--- src/rtl/acsc_pkg.sv ---
package acsc_pkg;

  // Input transaction
  typedef struct packed {
    logic               req_type;
    logic signed [15:0] accel_x;
    logic signed [15:0] accel_y;
    logic signed [15:0] accel_z;
    logic [31:0]        time_ms;
  } in_t;

  // Result transaction
  typedef struct packed {
    logic [31:0] step_total;
    logic [3:0]  new_steps;
    logic [1:0]  activity;
  } out_t;

  // Request codes
  localparam logic REQ_SAMPLE = 1'b0;
  localparam logic REQ_CLEAR  = 1'b1;

  // Register indexes
  localparam logic [2:0] REG_MIN_THRESHOLD   = 3'd0;
  localparam logic [2:0] REG_INIT_THRESHOLD  = 3'd1;
  localparam logic [2:0] REG_MIN_STEP_GAP_MS = 3'd2;
  localparam logic [2:0] REG_VALID_WINDOW_MS = 3'd3;
  localparam logic [2:0] REG_IDLE_MS         = 3'd4;
  localparam logic [2:0] REG_WALK_SPM_MIN    = 3'd5;
  localparam logic [2:0] REG_RUN_SPM_MIN     = 3'd6;

  // Activity codes
  localparam logic [1:0] ACT_REST = 2'd0;
  localparam logic [1:0] ACT_WALK = 2'd1;
  localparam logic [1:0] ACT_RUN  = 2'd2;

  localparam int unsigned MIN_HISTORY   = 3;
  localparam int unsigned MS_PER_MINUTE = 60000;

endpackage

--- src/rtl/accel_step_counter_activity_top.sv ---
// Step counter with activity classification. Each sample transaction runs
// through one shared 17 x N multiply-accumulate unit and a bit-serial square
// root under a small sequencer: an accept state, the sum of squares, the
// square root (one result bit per cycle), gravity and threshold averaging,
// step detection, one history write per recorded step (0 to CONFIRM_STEPS),
// classification and the hand-over of the result to the output register.
// When at least 3 intervals are kept and the wearer is not idle, an interval
// sum over the kept intervals, read from the history memory, and the rate
// compare come before the hand-over. A clear request goes from the accept
// state straight to the hand-over. The input is stalled while a transaction
// is in work; a finished result waits in an output register while the next
// transaction is taken, and a result that finds that register still held
// waits in the last state. Configuration writes are always accepted and must
// only be issued while the block is idle.
module accel_step_counter_activity_top #(
  parameter int unsigned HISTORY_DEPTH      = 8,
  parameter int unsigned CONFIRM_STEPS      = 4,
  parameter int unsigned GRAVITY_WEIGHT_Q16 = 62259,
  parameter int unsigned THRESH_WEIGHT_Q16  = 58982
) (
  input  logic          clk_i,
  input  logic          rst_ni,
  input  logic          in_valid_i,
  output logic          in_stall_o,
  input  acsc_pkg::in_t in_data_i,
  output logic          out_valid_o,
  input  logic          out_stall_i,
  output acsc_pkg::out_t out_data_o,
  input  logic          cfg_valid_i,
  output logic          cfg_ready_o,
  input  logic [2:0]    cfg_index_i,
  input  logic [15:0]   cfg_data_i
);

  localparam int unsigned IDX_W = $clog2(HISTORY_DEPTH);
  localparam int unsigned HC_W  = $clog2(HISTORY_DEPTH + 1);
  localparam int unsigned PC_W  = (CONFIRM_STEPS > 1) ? $clog2(CONFIRM_STEPS + 1) : 1;
  localparam int unsigned SUM_W = 32 + HC_W;
  localparam int unsigned MB_W  = SUM_W;
  localparam int unsigned ACC_W = 17 + MB_W;
  localparam int unsigned CNT_W = (HC_W > 5) ? HC_W : 5;

  localparam logic [16:0] GW  = 17'(GRAVITY_WEIGHT_Q16);
  localparam logic [16:0] GWC = 17'(65536 - GRAVITY_WEIGHT_Q16);
  localparam logic [16:0] TW  = 17'(THRESH_WEIGHT_Q16);
  localparam logic [16:0] TWC = 17'(65536 - THRESH_WEIGHT_Q16);
  localparam logic [ACC_W-1:0] ROUND = ACC_W'(32768);

  // Sequencer codes
  localparam logic [3:0] ST_IDLE = 4'd0;
  localparam logic [3:0] ST_SQ   = 4'd1;
  localparam logic [3:0] ST_SQRT = 4'd2;
  localparam logic [3:0] ST_SEED = 4'd3;
  localparam logic [3:0] ST_G0   = 4'd4;
  localparam logic [3:0] ST_G1   = 4'd5;
  localparam logic [3:0] ST_T0   = 4'd6;
  localparam logic [3:0] ST_T1   = 4'd7;
  localparam logic [3:0] ST_DET  = 4'd8;
  localparam logic [3:0] ST_REC  = 4'd9;
  localparam logic [3:0] ST_CLS  = 4'd10;
  localparam logic [3:0] ST_SUM  = 4'd11;
  localparam logic [3:0] ST_M0   = 4'd12;
  localparam logic [3:0] ST_M1   = 4'd13;
  localparam logic [3:0] ST_M2   = 4'd14;
  localparam logic [3:0] ST_DONE = 4'd15;

  // Configuration registers
  logic [15:0] min_thr_q, init_thr_q, gap_min_q, window_q, idle_q;
  logic [9:0]  walk_q, run_q;

  assign cfg_ready_o = 1'b1;

  always_ff @(posedge clk_i or negedge rst_ni) begin
    if (!rst_ni) begin
      min_thr_q  <= 16'd200;
      init_thr_q <= 16'd400;
      gap_min_q  <= 16'd250;
      window_q   <= 16'd2000;
      idle_q     <= 16'd3000;
      walk_q     <= 10'd60;
      run_q      <= 10'd140;
    end else if (cfg_valid_i && cfg_ready_o) begin
      unique case (cfg_index_i)
        acsc_pkg::REG_MIN_THRESHOLD:   min_thr_q  <= cfg_data_i;
        acsc_pkg::REG_INIT_THRESHOLD:  init_thr_q <= cfg_data_i;
        acsc_pkg::REG_MIN_STEP_GAP_MS: gap_min_q  <= cfg_data_i;
        acsc_pkg::REG_VALID_WINDOW_MS: window_q   <= cfg_data_i;
        acsc_pkg::REG_IDLE_MS:         idle_q     <= cfg_data_i;
        acsc_pkg::REG_WALK_SPM_MIN:    walk_q     <= cfg_data_i[9:0];
        acsc_pkg::REG_RUN_SPM_MIN:     run_q      <= cfg_data_i[9:0];
        default: ;
      endcase
    end
  end

  // Control state
  logic [3:0]       state_q, state_d;
  logic [CNT_W-1:0] cnt_q, cnt_d;
  logic             seeded_q, seeded_d, armed_q, armed_d, runc_q, runc_d;
  logic [31:0]      last_q, last_d, steps_q, steps_d;
  logic [PC_W-1:0]  pc_q, pc_d;
  logic [IDX_W-1:0] hidx_q, hidx_d;
  logic [HC_W-1:0]  hcnt_q, hcnt_d;
  logic [1:0]       act_q, act_d;
  logic [3:0]       rec_q, rec_d, news_q, news_d;
  logic             out_valid_q, out_valid_d;
  // Payload
  logic signed [15:0] x_q, x_d, y_q, y_d, z_q, z_d;
  logic [31:0]      now_q, now_d, first_q, first_d, gap_q, gap_d;
  logic [ACC_W-1:0] acc_q, acc_d;
  logic [47:0]      rad_q, rad_d;
  logic [25:0]      rem_q, rem_d;
  logic [23:0]      root_q, root_d, grav_q, grav_d, thr_q, thr_d;
  logic [SUM_W-1:0] sum_q, sum_d;
  acsc_pkg::out_t   out_q, out_d;
  logic [31:0]      hist_mem [HISTORY_DEPTH];
  logic [31:0]      hist_rd_q;
  logic             hist_we, hist_re;

  // Shared multiply unit
  logic [16:0]      mul_a;
  logic [MB_W-1:0]  mul_b;
  logic [ACC_W-1:0] mul_p, mac;
  logic signed [15:0] axis;
  logic [15:0]      axis_abs;

  always_comb begin
    unique case (cnt_q[1:0])
      2'd0:    axis = x_q;
      2'd1:    axis = y_q;
      default: axis = z_q;
    endcase
    axis_abs = axis[15] ? (~axis + 16'd1) : axis;
  end

  // Detector arithmetic
  logic signed [24:0] diff;
  logic [23:0]        absacc, floor_q, eff;
  logic signed [25:0] diff_x, diff_x2, eff_s;
  logic [26:0]        rem_sh, trial;

  assign diff    = $signed({1'b0, root_q}) - $signed({1'b0, grav_q});
  assign absacc  = diff[24] ? 24'(-diff) : diff[23:0];
  assign floor_q = {min_thr_q, 8'd0};
  assign eff     = (thr_q < floor_q) ? floor_q : thr_q;
  assign diff_x  = 26'(diff);
  assign diff_x2 = {diff, 1'b0};
  assign eff_s   = $signed({2'b00, eff});
  assign rem_sh  = {rem_q[24:0], rad_q[47:46]};
  assign trial   = {1'b0, root_q, 2'b01};

  always_comb begin
    mul_a = '0;
    mul_b = '0;
    unique case (state_q)
      ST_SQ: begin
        mul_a = {1'b0, axis_abs};
        mul_b = MB_W'(axis_abs);
      end
      ST_G0: begin mul_a = GW;  mul_b = MB_W'(grav_q); end
      ST_G1: begin mul_a = GWC; mul_b = MB_W'(root_q); end
      ST_T0: begin mul_a = TW;  mul_b = MB_W'(thr_q); end
      ST_T1: begin mul_a = TWC; mul_b = MB_W'(absacc); end
      ST_M0: begin
        mul_a = 17'(acsc_pkg::MS_PER_MINUTE);
        mul_b = MB_W'(hcnt_q);
      end
      ST_M1: begin mul_a = {7'd0, run_q};  mul_b = sum_q; end
      ST_M2: begin mul_a = {7'd0, walk_q}; mul_b = sum_q; end
      default: ;
    endcase
  end

  assign mul_p = ACC_W'(mul_a) * ACC_W'(mul_b);
  assign mac   = acc_q + mul_p;

  // Sequencer
  always_comb begin
    logic [31:0]     gap, span;
    state_d = state_q;   cnt_d = cnt_q;     seeded_d = seeded_q;
    armed_d = armed_q;   runc_d = runc_q;   last_d = last_q;
    steps_d = steps_q;   pc_d = pc_q;       hidx_d = hidx_q;
    hcnt_d = hcnt_q;     act_d = act_q;     rec_d = rec_q;
    news_d = news_q;     x_d = x_q;         y_d = y_q;
    z_d = z_q;           now_d = now_q;     first_d = first_q;
    gap_d = gap_q;       acc_d = acc_q;     rad_d = rad_q;
    rem_d = rem_q;       root_d = root_q;   grav_d = grav_q;
    thr_d = thr_q;       sum_d = sum_q;     out_d = out_q;
    hist_we = 1'b0;
    out_valid_d = out_valid_q && out_stall_i;
    gap  = now_q - last_q;
    // a single pending step spans nothing
    span = (pc_q == '0 || CONFIRM_STEPS == 1) ? '0 : now_q - first_q;

    unique case (state_q)
      ST_IDLE: begin
        if (in_valid_i) begin
          news_d = '0;
          if (in_data_i.req_type == acsc_pkg::REQ_CLEAR) begin
            steps_d = '0; last_d = '0; hidx_d = '0; hcnt_d = '0;
            armed_d = 1'b0; pc_d = '0; runc_d = 1'b0;
            state_d = ST_DONE;
          end else begin
            x_d = in_data_i.accel_x;
            y_d = in_data_i.accel_y;
            z_d = in_data_i.accel_z;
            now_d = in_data_i.time_ms;
            acc_d = '0;
            cnt_d = '0;
            state_d = ST_SQ;
          end
        end
      end
      // sum of squares, one axis a cycle; the last one loads the radicand
      ST_SQ: begin
        acc_d = mac;
        cnt_d = cnt_q + CNT_W'(1);
        if (cnt_q == CNT_W'(2)) begin
          rad_d   = {mac[31:0], 16'd0};
          rem_d   = '0;
          root_d  = '0;
          cnt_d   = '0;
          state_d = ST_SQRT;
        end
      end
      // square root iteration, one result bit a cycle
      ST_SQRT: begin
        rad_d = {rad_q[45:0], 2'b00};
        if (rem_sh >= trial) begin
          rem_d  = 26'(rem_sh - trial);
          root_d = {root_q[22:0], 1'b1};
        end else begin
          rem_d  = rem_sh[25:0];
          root_d = {root_q[22:0], 1'b0};
        end
        cnt_d = cnt_q + CNT_W'(1);
        if (cnt_q == CNT_W'(23)) state_d = ST_SEED;
      end
      ST_SEED: begin
        if (!seeded_q) begin
          grav_d   = root_q;
          thr_d    = {init_thr_q, 8'd0};
          seeded_d = 1'b1;
        end
        state_d = ST_G0;
      end
      ST_G0: begin acc_d = ROUND + mul_p; state_d = ST_G1; end
      ST_G1: begin grav_d = mac[39:16]; state_d = ST_T0; end
      ST_T0: begin acc_d = ROUND + mul_p; state_d = ST_T1; end
      ST_T1: begin thr_d = mac[39:16]; state_d = ST_DET; end
      // arm, release and run confirmation
      ST_DET: begin
        state_d = ST_CLS;
        gap_d = gap;
        if (!armed_q) begin
          if (diff_x > eff_s) armed_d = 1'b1;
        end else if (diff_x2 < eff_s) begin
          armed_d = 1'b0;
          if (gap > {16'd0, gap_min_q}) begin
            last_d = now_q;
            if (runc_q) begin
              if (gap > {16'd0, window_q}) begin
                runc_d = 1'b0; first_d = now_q; pc_d = PC_W'(1);
              end else begin
                rec_d = 4'd1; state_d = ST_REC;
              end
            end else begin
              if (pc_q == '0) first_d = now_q;
              if (pc_q >= PC_W'(CONFIRM_STEPS - 1)) begin
                if (span <= {16'd0, window_q}) begin
                  rec_d = 4'(CONFIRM_STEPS); runc_d = 1'b1; state_d = ST_REC;
                end
                pc_d = '0;
              end else begin
                pc_d = pc_q + PC_W'(1);
              end
            end
          end
        end
      end
      // one history write per counted step
      ST_REC: begin
        hist_we = 1'b1;
        hidx_d  = (hidx_q == IDX_W'(HISTORY_DEPTH - 1)) ? '0 : hidx_q + IDX_W'(1);
        if (hcnt_q < HC_W'(HISTORY_DEPTH)) hcnt_d = hcnt_q + HC_W'(1);
        steps_d = steps_q + 32'd1;
        news_d  = news_q + 4'd1;
        rec_d   = rec_q - 4'd1;
        if (rec_q == 4'd1) state_d = ST_CLS;
      end
      ST_CLS: begin
        if ((now_q - last_q) > {16'd0, idle_q}) begin
          act_d = acsc_pkg::ACT_REST;
          state_d = ST_DONE;
        end else if (hcnt_q >= HC_W'(acsc_pkg::MIN_HISTORY)) begin
          sum_d = '0; cnt_d = '0; state_d = ST_SUM;
        end else begin
          state_d = ST_DONE;
        end
      end
      // interval sum; the read data is registered and arrives in the cycle after its address
      ST_SUM: begin
        if (cnt_q != '0) sum_d = sum_q + SUM_W'(hist_rd_q);
        cnt_d = cnt_q + CNT_W'(1);
        if (cnt_q == CNT_W'(hcnt_q)) state_d = ST_M0;
      end
      ST_M0: begin acc_d = mul_p; state_d = ST_M1; end
      ST_M1: begin
        if (acc_q > mul_p) begin
          act_d = acsc_pkg::ACT_RUN; state_d = ST_DONE;
        end else begin
          state_d = ST_M2;
        end
      end
      ST_M2: begin
        act_d = (acc_q > mul_p) ? acsc_pkg::ACT_WALK : acsc_pkg::ACT_REST;
        state_d = ST_DONE;
      end
      ST_DONE: begin
        if (!out_valid_q || !out_stall_i) begin
          out_d.step_total = steps_q;
          out_d.new_steps  = news_q;
          out_d.activity   = act_q;
          out_valid_d = 1'b1;
          state_d = ST_IDLE;
        end
      end
      default: state_d = ST_IDLE;
    endcase
  end

  always_ff @(posedge clk_i or negedge rst_ni) begin
    if (!rst_ni) begin
      state_q <= ST_IDLE;   cnt_q <= '0;      seeded_q <= 1'b0;
      armed_q <= 1'b0;      runc_q <= 1'b0;   last_q <= '0;
      steps_q <= '0;        pc_q <= '0;       hidx_q <= '0;
      hcnt_q <= '0;         act_q <= acsc_pkg::ACT_REST;
      rec_q <= '0;          news_q <= '0;     out_valid_q <= 1'b0;
      grav_q <= '0;         thr_q <= 24'd400 << 8;
    end else begin
      state_q <= state_d;   cnt_q <= cnt_d;   seeded_q <= seeded_d;
      armed_q <= armed_d;   runc_q <= runc_d; last_q <= last_d;
      steps_q <= steps_d;   pc_q <= pc_d;     hidx_q <= hidx_d;
      hcnt_q <= hcnt_d;     act_q <= act_d;
      rec_q <= rec_d;       news_q <= news_d; out_valid_q <= out_valid_d;
      grav_q <= grav_d;     thr_q <= thr_d;
    end
  end

  always_ff @(posedge clk_i) begin
    x_q <= x_d;   y_q <= y_d;   z_q <= z_d;
    now_q <= now_d; first_q <= first_d; gap_q <= gap_d;
    acc_q <= acc_d; rad_q <= rad_d; rem_q <= rem_d; root_q <= root_d;
    sum_q <= sum_d; out_q <= out_d;
  end

  // Interval history ring, written per step and read back for the sum
  assign hist_re = (state_q == ST_SUM) && (cnt_q < CNT_W'(hcnt_q));

  always_ff @(posedge clk_i) begin
    if (hist_we) begin
      hist_mem[hidx_q] <= gap_q;
    end
    if (hist_re) begin
      hist_rd_q <= hist_mem[cnt_q[IDX_W-1:0]];
    end
  end

  assign in_stall_o  = (state_q != ST_IDLE);
  assign out_valid_o = out_valid_q;
  assign out_data_o  = out_q;

endmodule

--- config.mk ---
export PLATFORM = sky130hd
export DESIGN_NAME = accel_step_counter_activity_top
export DESIGN_NICKNAME = d
export VERILOG_FILES = /design/src/rtl/acsc_pkg.sv /design/src/rtl/accel_step_counter_activity_top.sv
export SDC_FILE = /design/constraint.sdc
export NUM_CORES = 2
export LEC_CHECK = 0
export BUFFER_PORTS_ARGS = -buffer_cell sky130_fd_sc_hd__clkbuf_2
export CAP_MARGIN = 20
export CORE_MARGIN = 5
export CORE_UTILIZATION = 56
export CTS_BUF_LIST = sky130_fd_sc_hd__clkbuf_8
export DETAILED_ROUTE_END_ITERATION = 8
export PLACE_DENSITY_LB_ADDON = 0.1
export SLEW_MARGIN = 10
export SYNTH_ARGS = -nofsm -noshare
export SYNTH_HDL_FRONTEND = slang
export SYNTH_SLANG_ARGS = --single-unit
--- constraint.sdc ---
create_clock -name clk_i -period 16.99 [get_ports clk_i]
set_input_delay 3.398 -clock clk_i [delete_from_list [all_inputs] [get_ports clk_i]]
set_output_delay 3.398 -clock clk_i [all_outputs]
set_load 0.02 [all_outputs]
==> Yosys cells after proc, flatten, opt, wreduce, memory -nomap -nowiden <==
Memories as Yosys holds them, arrays and structs flattened. A register that Yosys moved wholly into a read port is not among the register bits.
Cells that the tools add are included.
{ "op_classes": {"add_sub_neg": 16, "multipliers": 1, "magnitude_cmp": 13, "n_eq_ne": 50, "n_mux": 108, "bitwise": 2, "reduce_logical": 50} }
{ "ops": {"columns": ["operator", "n"], "rows": [
  ["$mux W32", 9],
  ["$pmux W36 S7", 1],
  ["$pmux W53 S4", 1],
  ["$pmux W24 S2", 3],
  ["$pmux W16 S8", 1],
  ["$pmux W32 S2", 2],
  ["$mux W24", 5],
  ["$mux W36", 3],
  ["$mux W53", 2],
  ["$gt A32 B16 Y1", 3],
  ["$pmux W48 S2", 1],
  ["$mux W4", 22],
  ["$pmux W36 S2", 1],
  ["$pmux W4 S16", 1],
  ["$sub A32 B32 Y32", 2],
  ["$add A16 B53 Y53 const A", 1],
  ["$add A53 B53 Y53", 1],
  ["$gt A53 B53 Y1", 1],
  ["$mul A17 B36 Y53", 1],
  ["$mux W25", 2],
  ["$pmux W25 S2", 1],
  ["$mux W48", 1],
  ["$add A36 B32 Y36", 1],
  ["$ne A2 B2 Y1 const B", 18],
  ["61 further kinds", 156]
]} }
{ "word_totals": {"ff_bits": 613, "mem_bits_rw": 256, "inputBits": 105, "output_inout_bits": 41, "word_cells": 278, "n_memories": 1} }
{ "memory_table": {"columns": ["memory", "depth", "word_bits", "rd", "rd_clocked_by_memory_dff", "write_ports", "line", "rtl"], "rows": [
  ["hist_mem", 8, 32, 1, 1, 1, "accel_step_counter_activity_top.sv:116", "logic [31:0] hist_mem [HISTORY_DEPTH];"]
]} }

==> Depth between registers and ports, before layout <==
{ "logic_depth": {"word_depth": 10, "mapped_depth": 53, "ltp_nobuf": 49} }

==> Least setup slack after synthesis <==
OpenSTA, ideal clock, no wires.
{ "synth_path": {"path_type": "register -> register", "from": "register root_q[8]", "to": "register acc_q[51] (data pin)", "setup_ns": 0.263, "arrival_time_ns": 11.549, "t_required_ns": 16.727, "slack_ns": 5.178, "stages_incl_launch_ff": 50, "n_path_buf": 4, "synth_period_minus_slack_ns": 11.812, "cell_sequence": "edfxtp_1 -> ha_1 -> a211o_1 -> a21oi_1 -> a311o_1 -> a21boi_0 -> o31ai_1 -> o21ai_0 -> a21oi_1 -> clkbuf_1 -> o41ai_1 -> xor2_1 -> o21ai_1 -> clkbuf_1 -> nand2_1 -> fa_1 -> inv_1 -> fa_1 -> (+14 left out) -> nand2_1 -> a21oi_1 -> xor2_1 -> inv_1 -> ha_1 -> clkbuf_1 -> a21oi_1 -> o21bai_1 -> a2111oi_0 -> o41ai_1 -> a21o_1 -> a21oi_1 -> o21a_1 -> o41a_1 -> o21ai_0 -> a21oi_1 -> mux2i_1 -> a2111o_1"} }
{ "synth_via": {"elab_chain_cells": 7, "elab_cells_between_ends": 8, "cone_classes": "add/sub (4); mul (1); mux (3)"} }
{ "synth_rtl": {"columns": ["item", "line", "rtl"], "rows": [
  ["from (decl)", "accel_step_counter_activity_top.sv:113", "logic [23:0] root_q, root_d, grav_q, grav_d, thr_q, thr_d;"],
  ["from (signal assigned)", "accel_step_counter_activity_top.sv:353", "acc_q <= acc_d; rad_q <= rad_d; rem_q <= rem_d; root_q <= root_d;"],
  ["$sub A24 B24 Y25", "accel_step_counter_activity_top.sv:142", "assign diff = $signed({1'b0, root_q}) - $signed({1'b0, grav_q});"],
  ["$neg A24 Y24", "accel_step_counter_activity_top.sv:143", "assign absacc = diff[24] ? 24'(-diff) : diff[23:0];"],
  ["$mux W24", "accel_step_counter_activity_top.sv:143", null],
  ["$pmux W36 S7 *", "accel_step_counter_activity_top.sv:155", "unique case (state_q)"],
  ["$mul A17 B36 Y53 *", "accel_step_counter_activity_top.sv:174", "assign mul_p = ACC_W'(mul_a) * ACC_W'(mul_b);"],
  ["$add A16 B53 Y53 or $add A53 B53 Y53 (tied branches)", "accel_step_counter_activity_top.sv:247, accel_step_counter_activity_top.sv:249, accel_step_counter_activity_top.sv:175", null],
  ["$pmux W53 S4 *", "accel_step_counter_activity_top.sv:195", "unique case (state_q)"],
  ["via acc_d[51]", "accel_step_counter_activity_top.sv:110", "logic [ACC_W-1:0] acc_q, acc_d;"],
  ["to (signal assigned)", "accel_step_counter_activity_top.sv:353", null],
  ["to (decl)", "accel_step_counter_activity_top.sv:110", null]
]} }
The timed path passes the listed nets; every way through them passes the cells marked *.
A chain may end at the register's enable or synchronous reset.

==> Final worst setup path <==
{ "layout_path": {"from": "register root_q[8]", "to": "register acc_q[52] (data pin)"} }
Same word-level chain as after synthesis.

==> flow_summary.html <==
<table>
<tr><th>Metric</th><th>Value</th></tr>
<tr><th colspan="2">Clock tree</th></tr>
<tr><td>Post-cts sizing count</td><td>0</td></tr>
<tr><td>Worst skew pair latency</td><td>890 ps</td></tr>
<tr><td>Depth of the CTS H-tree</td><td>4</td></tr>
<tr><td>Clk sink count</td><td>roughly 890</td></tr>
<tr><td>Clock-pin slew reported for the worst setup and hold paths after clock tree synthesis</td><td>roughly 60 ps</td></tr>
<tr><td>Number of clock buffers inserted by TritonCTS</td><td>between 100 and 150</td></tr>
<tr><td>Post-CTS setup buffer count</td><td>0</td></tr>
<tr><td>Total of hold buffers inserted after clock tree synthesis</td><td>0</td></tr>
<tr><td>CTS tree</td><td>done</td></tr>
<tr><td>Clock Tree Buf Depth</td><td>3</td></tr>
<tr><td>Clock root buffer</td><td>sky130_fd_sc_hd__clkbuf_8</td></tr>
<tr><th colspan="2">STA</th></tr>
<tr><td>Post-layout min period</td><td>between 10000 and 15000 ps</td></tr>
<tr><td>Worst path setup slack after routing</td><td>roughly 2600 ps</td></tr>
<tr><td>Final-report hold violation count</td><td>0</td></tr>
<tr><td>Final TNS setup</td><td>0 ps</td></tr>
<tr><td>Number of pins exceeding their max-slew limit in the final report</td><td>0</td></tr>
<tr><td>Final critical-path share of the clock period</td><td>a little over four fifths</td></tr>
<tr><td>Worst Clk Skew</td><td>between 50 and 60 ps</td></tr>
<tr><td>Maximum frequency from static timing analysis</td><td>about 70 MHz</td></tr>
<tr><td>Smallest hold slack</td><td>between 400 and 500 ps</td></tr>
<tr><td>Pin slew with the least headroom to its limit</td><td>approximately 1500 ps</td></tr>
<tr><td>Number of setup violations in the final report</td><td>0</td></tr>
<tr><td>Unrepaired setup endpoints after global routing</td><td>false</td></tr>
<tr><td>Remaining max-slew budget at the tightest pin</td><td>less than 1%</td></tr>
<tr><th colspan="2">Critical path</th></tr>
<tr><td>Startpoint kind of the worst setup timing path</td><td>flip-flop</td></tr>
<tr><td>Top fanout value on the critical path</td><td>15</td></tr>
<tr><td>CP Capture Type</td><td>flip-flop</td></tr>
<tr><td>Required time of the worst setup path</td><td>17590 ps</td></tr>
<tr><td>Worst EP arrival</td><td>about 15000 ps</td></tr>
<tr><td>Category of the critical setup timing path</td><td>flip-flop to flip-flop</td></tr>
<tr><td>Slowest stage cell, crit path</td><td>sky130_fd_sc_hd__a21oi_1</td></tr>
<tr><td>Stage delay of the slowest cell on the critical path</td><td>660 ps</td></tr>
<tr><th colspan="2">Synth</th></tr>
<tr><td>Sequential cell area fraction in the yosys report</td><td>between 30% and 40%</td></tr>
<tr><td>Most area-consuming cells after synthesis</td><td>sky130_fd_sc_hd__edfxtp_1 28%, sky130_fd_sc_hd__fa_1 14%, sky130_fd_sc_hd__ha_1 9.4%</td></tr>
<tr><td>Ys flop type</td><td>sky130_fd_sc_hd__edfxtp_1</td></tr>
<tr><td>Post-synth cell types</td><td>96</td></tr>
<tr><td>EDFF count, synth</td><td>640</td></tr>
<tr><td>Cells after synthesis</td><td>~7000</td></tr>
<tr><td>Count of synthesis-stage warnings from yosys</td><td>0</td></tr>
<tr><td>Share of synthesized flip-flops with an asynchronous set or reset</td><td>27.7%</td></tr>
<tr><td>Yosys reg bits</td><td>885</td></tr>
<tr><td>Netlist Area Pre-Place</td><td>0.0698 sq mm</td></tr>
<tr><td>Syn Area/Cell</td><td>10.1 sq um</td></tr>
<tr><td>Top-area cell type share of the netlist area</td><td>between 20% and 30%</td></tr>
<tr><td>Yosys top cell by area</td><td>sky130_fd_sc_hd__edfxtp_1</td></tr>
<tr><th colspan="2">Floorplanning</th></tr>
<tr><td>Die outline height</td><td>363 microns</td></tr>
<tr><td>Die area</td><td>approximately 0.13 sq mm</td></tr>
<tr><td>Initial cell density of the core</td><td>approximately 56%</td></tr>
<tr><td>I/O pin count</td><td>between 100 and 150</td></tr>
<tr><td>Overall die width</td><td>between 300 and 400 microns</td></tr>
<tr><td>Core footprint</td><td>around 0.12 sq mm</td></tr>
<tr><td>Core Rows</td><td>129</td></tr>
<tr><th colspan="2">Global routing</th></tr>
<tr><td>Via count of the first global-routing pass</td><td>about 54000</td></tr>
<tr><td>Total congestion overflow</td><td>0</td></tr>
<tr><td>Pin count of the biggest net entering global routing</td><td>124</td></tr>
<tr><td>First-pass GRT wire length</td><td>322000 microns</td></tr>
<tr><td>Initial antenna violation count</td><td>16</td></tr>
<tr><td>GRT Total Usage</td><td>31.9%</td></tr>
<tr><th colspan="2">Final layout</th></tr>
<tr><td>Post-layout nets</td><td>8214</td></tr>
<tr><td>Cell Count, Final, Fillers Out</td><td>a little under 9000</td></tr>
<tr><td>Proportion of layout cells with a drive suffix above 1</td><td>roughly a tenth</td></tr>
<tr><td>Post-synthesis to final-layout area growth</td><td>8.87%</td></tr>
<tr><th colspan="2">Drt</th></tr>
<tr><td>Routed wire length</td><td>between 200000 and 250000 microns</td></tr>
<tr><td>Drt initial violations</td><td>a little under 5000</td></tr>
<tr><td>Number of design rule violations left after detail routing</td><td>0</td></tr>
<tr><td>Detail-routed via count per cell</td><td>around 6</td></tr>
<tr><td>Via count</td><td>53400</td></tr>
<tr><td>Routed WL per cell</td><td>between 20 and 25 microns</td></tr>
<tr><td>Detailed-router iteration count before antenna repair</td><td>6</td></tr>
<tr><td>Count of nets left with antenna violations after detail routing</td><td>0</td></tr>
<tr><th colspan="2">Placed design</th></tr>
<tr><td>Total of buffers placed on input and output ports</td><td>roughly 140</td></tr>
<tr><td>Worst setup slack before clock tree synthesis</td><td>2990 ps</td></tr>
<tr><td>Placer Congestion</td><td>around 1.0</td></tr>
<tr><td>Number of placed instances with taps included</td><td>approximately 8600</td></tr>
<tr><td>Detail Placement HPWL</td><td>about 160000 microns</td></tr>
<tr><th colspan="2">Run</th></tr>
<tr><td>Max-cap viol count</td><td>0</td></tr>
<tr><th colspan="2">Worst hold path</th></tr>
<tr><td>Hold Crit Class</td><td>flip-flop to flip-flop</td></tr>
<tr><th colspan="2">Outcome</th></tr>
<tr><td>Run status</td><td>complete, no violations</td></tr>
</table>
## cells in the mapped netlist (46+ instances only)
cell type,n
sky130_fd_sc_hd__o21a_1,50
sky130_fd_sc_hd__inv_1,875
sky130_fd_sc_hd__mux2_2,91
sky130_fd_sc_hd__nor2b_1,59
sky130_fd_sc_hd__ha_1,526
sky130_fd_sc_hd__nor3_1,86
sky130_fd_sc_hd__xnor2_1,147
sky130_fd_sc_hd__a22oi_1,72
sky130_fd_sc_hd__edfxtp_1,640
sky130_fd_sc_hd__nand2b_1,51
sky130_fd_sc_hd__and2_1,130
sky130_fd_sc_hd__a21o_1,155
sky130_fd_sc_hd__nand2_1,758
sky130_fd_sc_hd__nor2_1,412
sky130_fd_sc_hd__dfrtp_1,210
sky130_fd_sc_hd__nand3_1,129
sky130_fd_sc_hd__nand4_1,90
sky130_fd_sc_hd__o21ai_0,335
sky130_fd_sc_hd__a21oi_1,382
sky130_fd_sc_hd__clkbuf_1,268
sky130_fd_sc_hd__fa_1,480
sky130_fd_sc_hd__mux4_2,64
sky130_fd_sc_hd__xor2_1,127
sky130_fd_sc_hd__a211oi_1,46
## path summary, 6_finish.rpt
check | start | end | slack (ps) | depth (start not counted)
worst max-delay path | root_q[8]$_SDFFCE_PN0P_ | acc_q[52]$_DFFE_PP_ | 2600 | 45
worst max register to register | root_q[8]$_SDFFCE_PN0P_ | acc_q[52]$_DFFE_PP_ | 2600 | 45
worst min register to register | act_q[1]$_DFFE_PN0P_ | out_data_o[1]$_DFFE_PP_ | 470 | 0
max in group asynchronous | rst_ni | cnt_q[1]$_DFFE_PN0P_ | 12770 | 2
worst min-delay path | act_q[1]$_DFFE_PN0P_ | out_data_o[1]$_DFFE_PP_ | 470 | 0
min in group asynchronous | rst_ni | steps_q[30]$_DFFE_PN0P_ | 2670 | 1
## area by class of cell
cell class / instances / area, sq um
fillers: 10400 / 47800
multi-input cells: 4935 / 40500
flip-flops and latches: 885 / 25400
inverters: 880 / 3300
clock buffers: 156 / 2150
well taps: 1637 / 2050
repair buffers: 253 / 1550
clock inverters: 116 / 1060
diodes: 7 / 17.5
## flip-flops by register name, summed over array words and instances (netlist names), 32 cells and up
| register | cells |
|---|---|
| acc_q | 53 |
| sum_q | 36 |
| first_q | 32 |
| now_q | 32 |
| last_q | 32 |
| steps_q | 32 |
| hist_mem | 256 |
| gap_q | 32 |
| rad_q | 32 |
| hist_rd_q | 32 |
| out_data_o | 38 |
## cell usage in the layout, fill, tap and decap left out, types with 32 or more instances in the layout
| master | netlist | final |
|---|---|---|
| sky130_fd_sc_hd__a211oi_1 | 46 | 46 |
| sky130_fd_sc_hd__o22ai_1 | 35 | 34 |
| sky130_fd_sc_hd__o21a_1 | 50 | 50 |
| sky130_fd_sc_hd__mux4_2 | 64 | 64 |
| sky130_fd_sc_hd__dfstp_2 | 35 | 35 |
| sky130_fd_sc_hd__clkbuf_2 | 1 | 143 |
| sky130_fd_sc_hd__a22oi_1 | 72 | 72 |
| sky130_fd_sc_hd__nor2_1 | 412 | 400 |
| sky130_fd_sc_hd__o21ai_0 | 335 | 329 |
| sky130_fd_sc_hd__nand4_1 | 90 | 90 |
| sky130_fd_sc_hd__o21bai_1 | 45 | 45 |
| sky130_fd_sc_hd__ha_1 | 526 | 526 |
| sky130_fd_sc_hd__a21oi_1 | 382 | 379 |
| sky130_fd_sc_hd__nand3_1 | 129 | 129 |
| sky130_fd_sc_hd__a31oi_1 | 35 | 35 |
| sky130_fd_sc_hd__or3_1 | 32 | 32 |
| sky130_fd_sc_hd__xor2_1 | 127 | 127 |
| sky130_fd_sc_hd__nor3_1 | 86 | 77 |
| sky130_fd_sc_hd__and2_1 | 130 | 130 |
| sky130_fd_sc_hd__mux2_2 | 91 | 91 |
| sky130_fd_sc_hd__dfrtp_1 | 210 | 207 |
| sky130_fd_sc_hd__clkbuf_8 | 0 | 156 |
| sky130_fd_sc_hd__nand2b_1 | 51 | 51 |
| sky130_fd_sc_hd__a21o_1 | 155 | 155 |
| sky130_fd_sc_hd__fa_1 | 480 | 480 |
| sky130_fd_sc_hd__buf_4 | 4 | 108 |
| sky130_fd_sc_hd__and3_1 | 45 | 45 |
| sky130_fd_sc_hd__inv_1 | 875 | 918 |
| sky130_fd_sc_hd__nand2_1 | 758 | 754 |
| sky130_fd_sc_hd__edfxtp_1 | 640 | 640 |
| sky130_fd_sc_hd__nor2b_1 | 59 | 59 |
| sky130_fd_sc_hd__xnor2_1 | 147 | 147 |
| sky130_fd_sc_hd__conb_1 | 2 | 74 |
## metrics by stage
step	utilization (%)	cell area (sq um)
after detailed placement	58.8	72800
final	61.4	76000
after global routing	61.4	76000
after CTS	61.4	76000
after floorplan	-	70100
after global placement	58.8	72800
## cell families after synthesis
| group | Yosys count | share of synthesized area (%) |
|---|---|---|
| AND/OR/NAND/NOR | 1923 | 12.9 |
| buffers and inverters | 1176 | 6.36 |
| multiplexers | 182 | 3.92 |
| adder cells (fa/ha/maj) | 1006 | 23.2 |
| XOR/XNOR | 277 | 3.52 |
| other | 2 | 0.0108 |
| flip-flops | 885 | 36.4 |
| AO/OA/AOI/OAI | 1473 | 13.7 |
## worst max-delay path, delay by kind of cell, from the launching register on
family	cells	cell delay, ps
multiplexers	1	220
adder cells (fa/ha/maj)	9	4340
XOR/XNOR	2	890
AO/OA/AOI/OAI	20	6270
AND/OR/NAND/NOR	5	710
buffers and inverters	8	1120
flip-flops	1	490
## layer usage
layer / track usage, % / wire length, microns
met3: 5.62 / 15400
met5: 0 / 76
met2: 52.5 / 98400
met1: 41.7 / 84800
met4: 14.4 / 10600
Power is left out: the tool's default activity adds up to more than one toggle a clock period on the data nets, which glitch-free logic cannot reach.
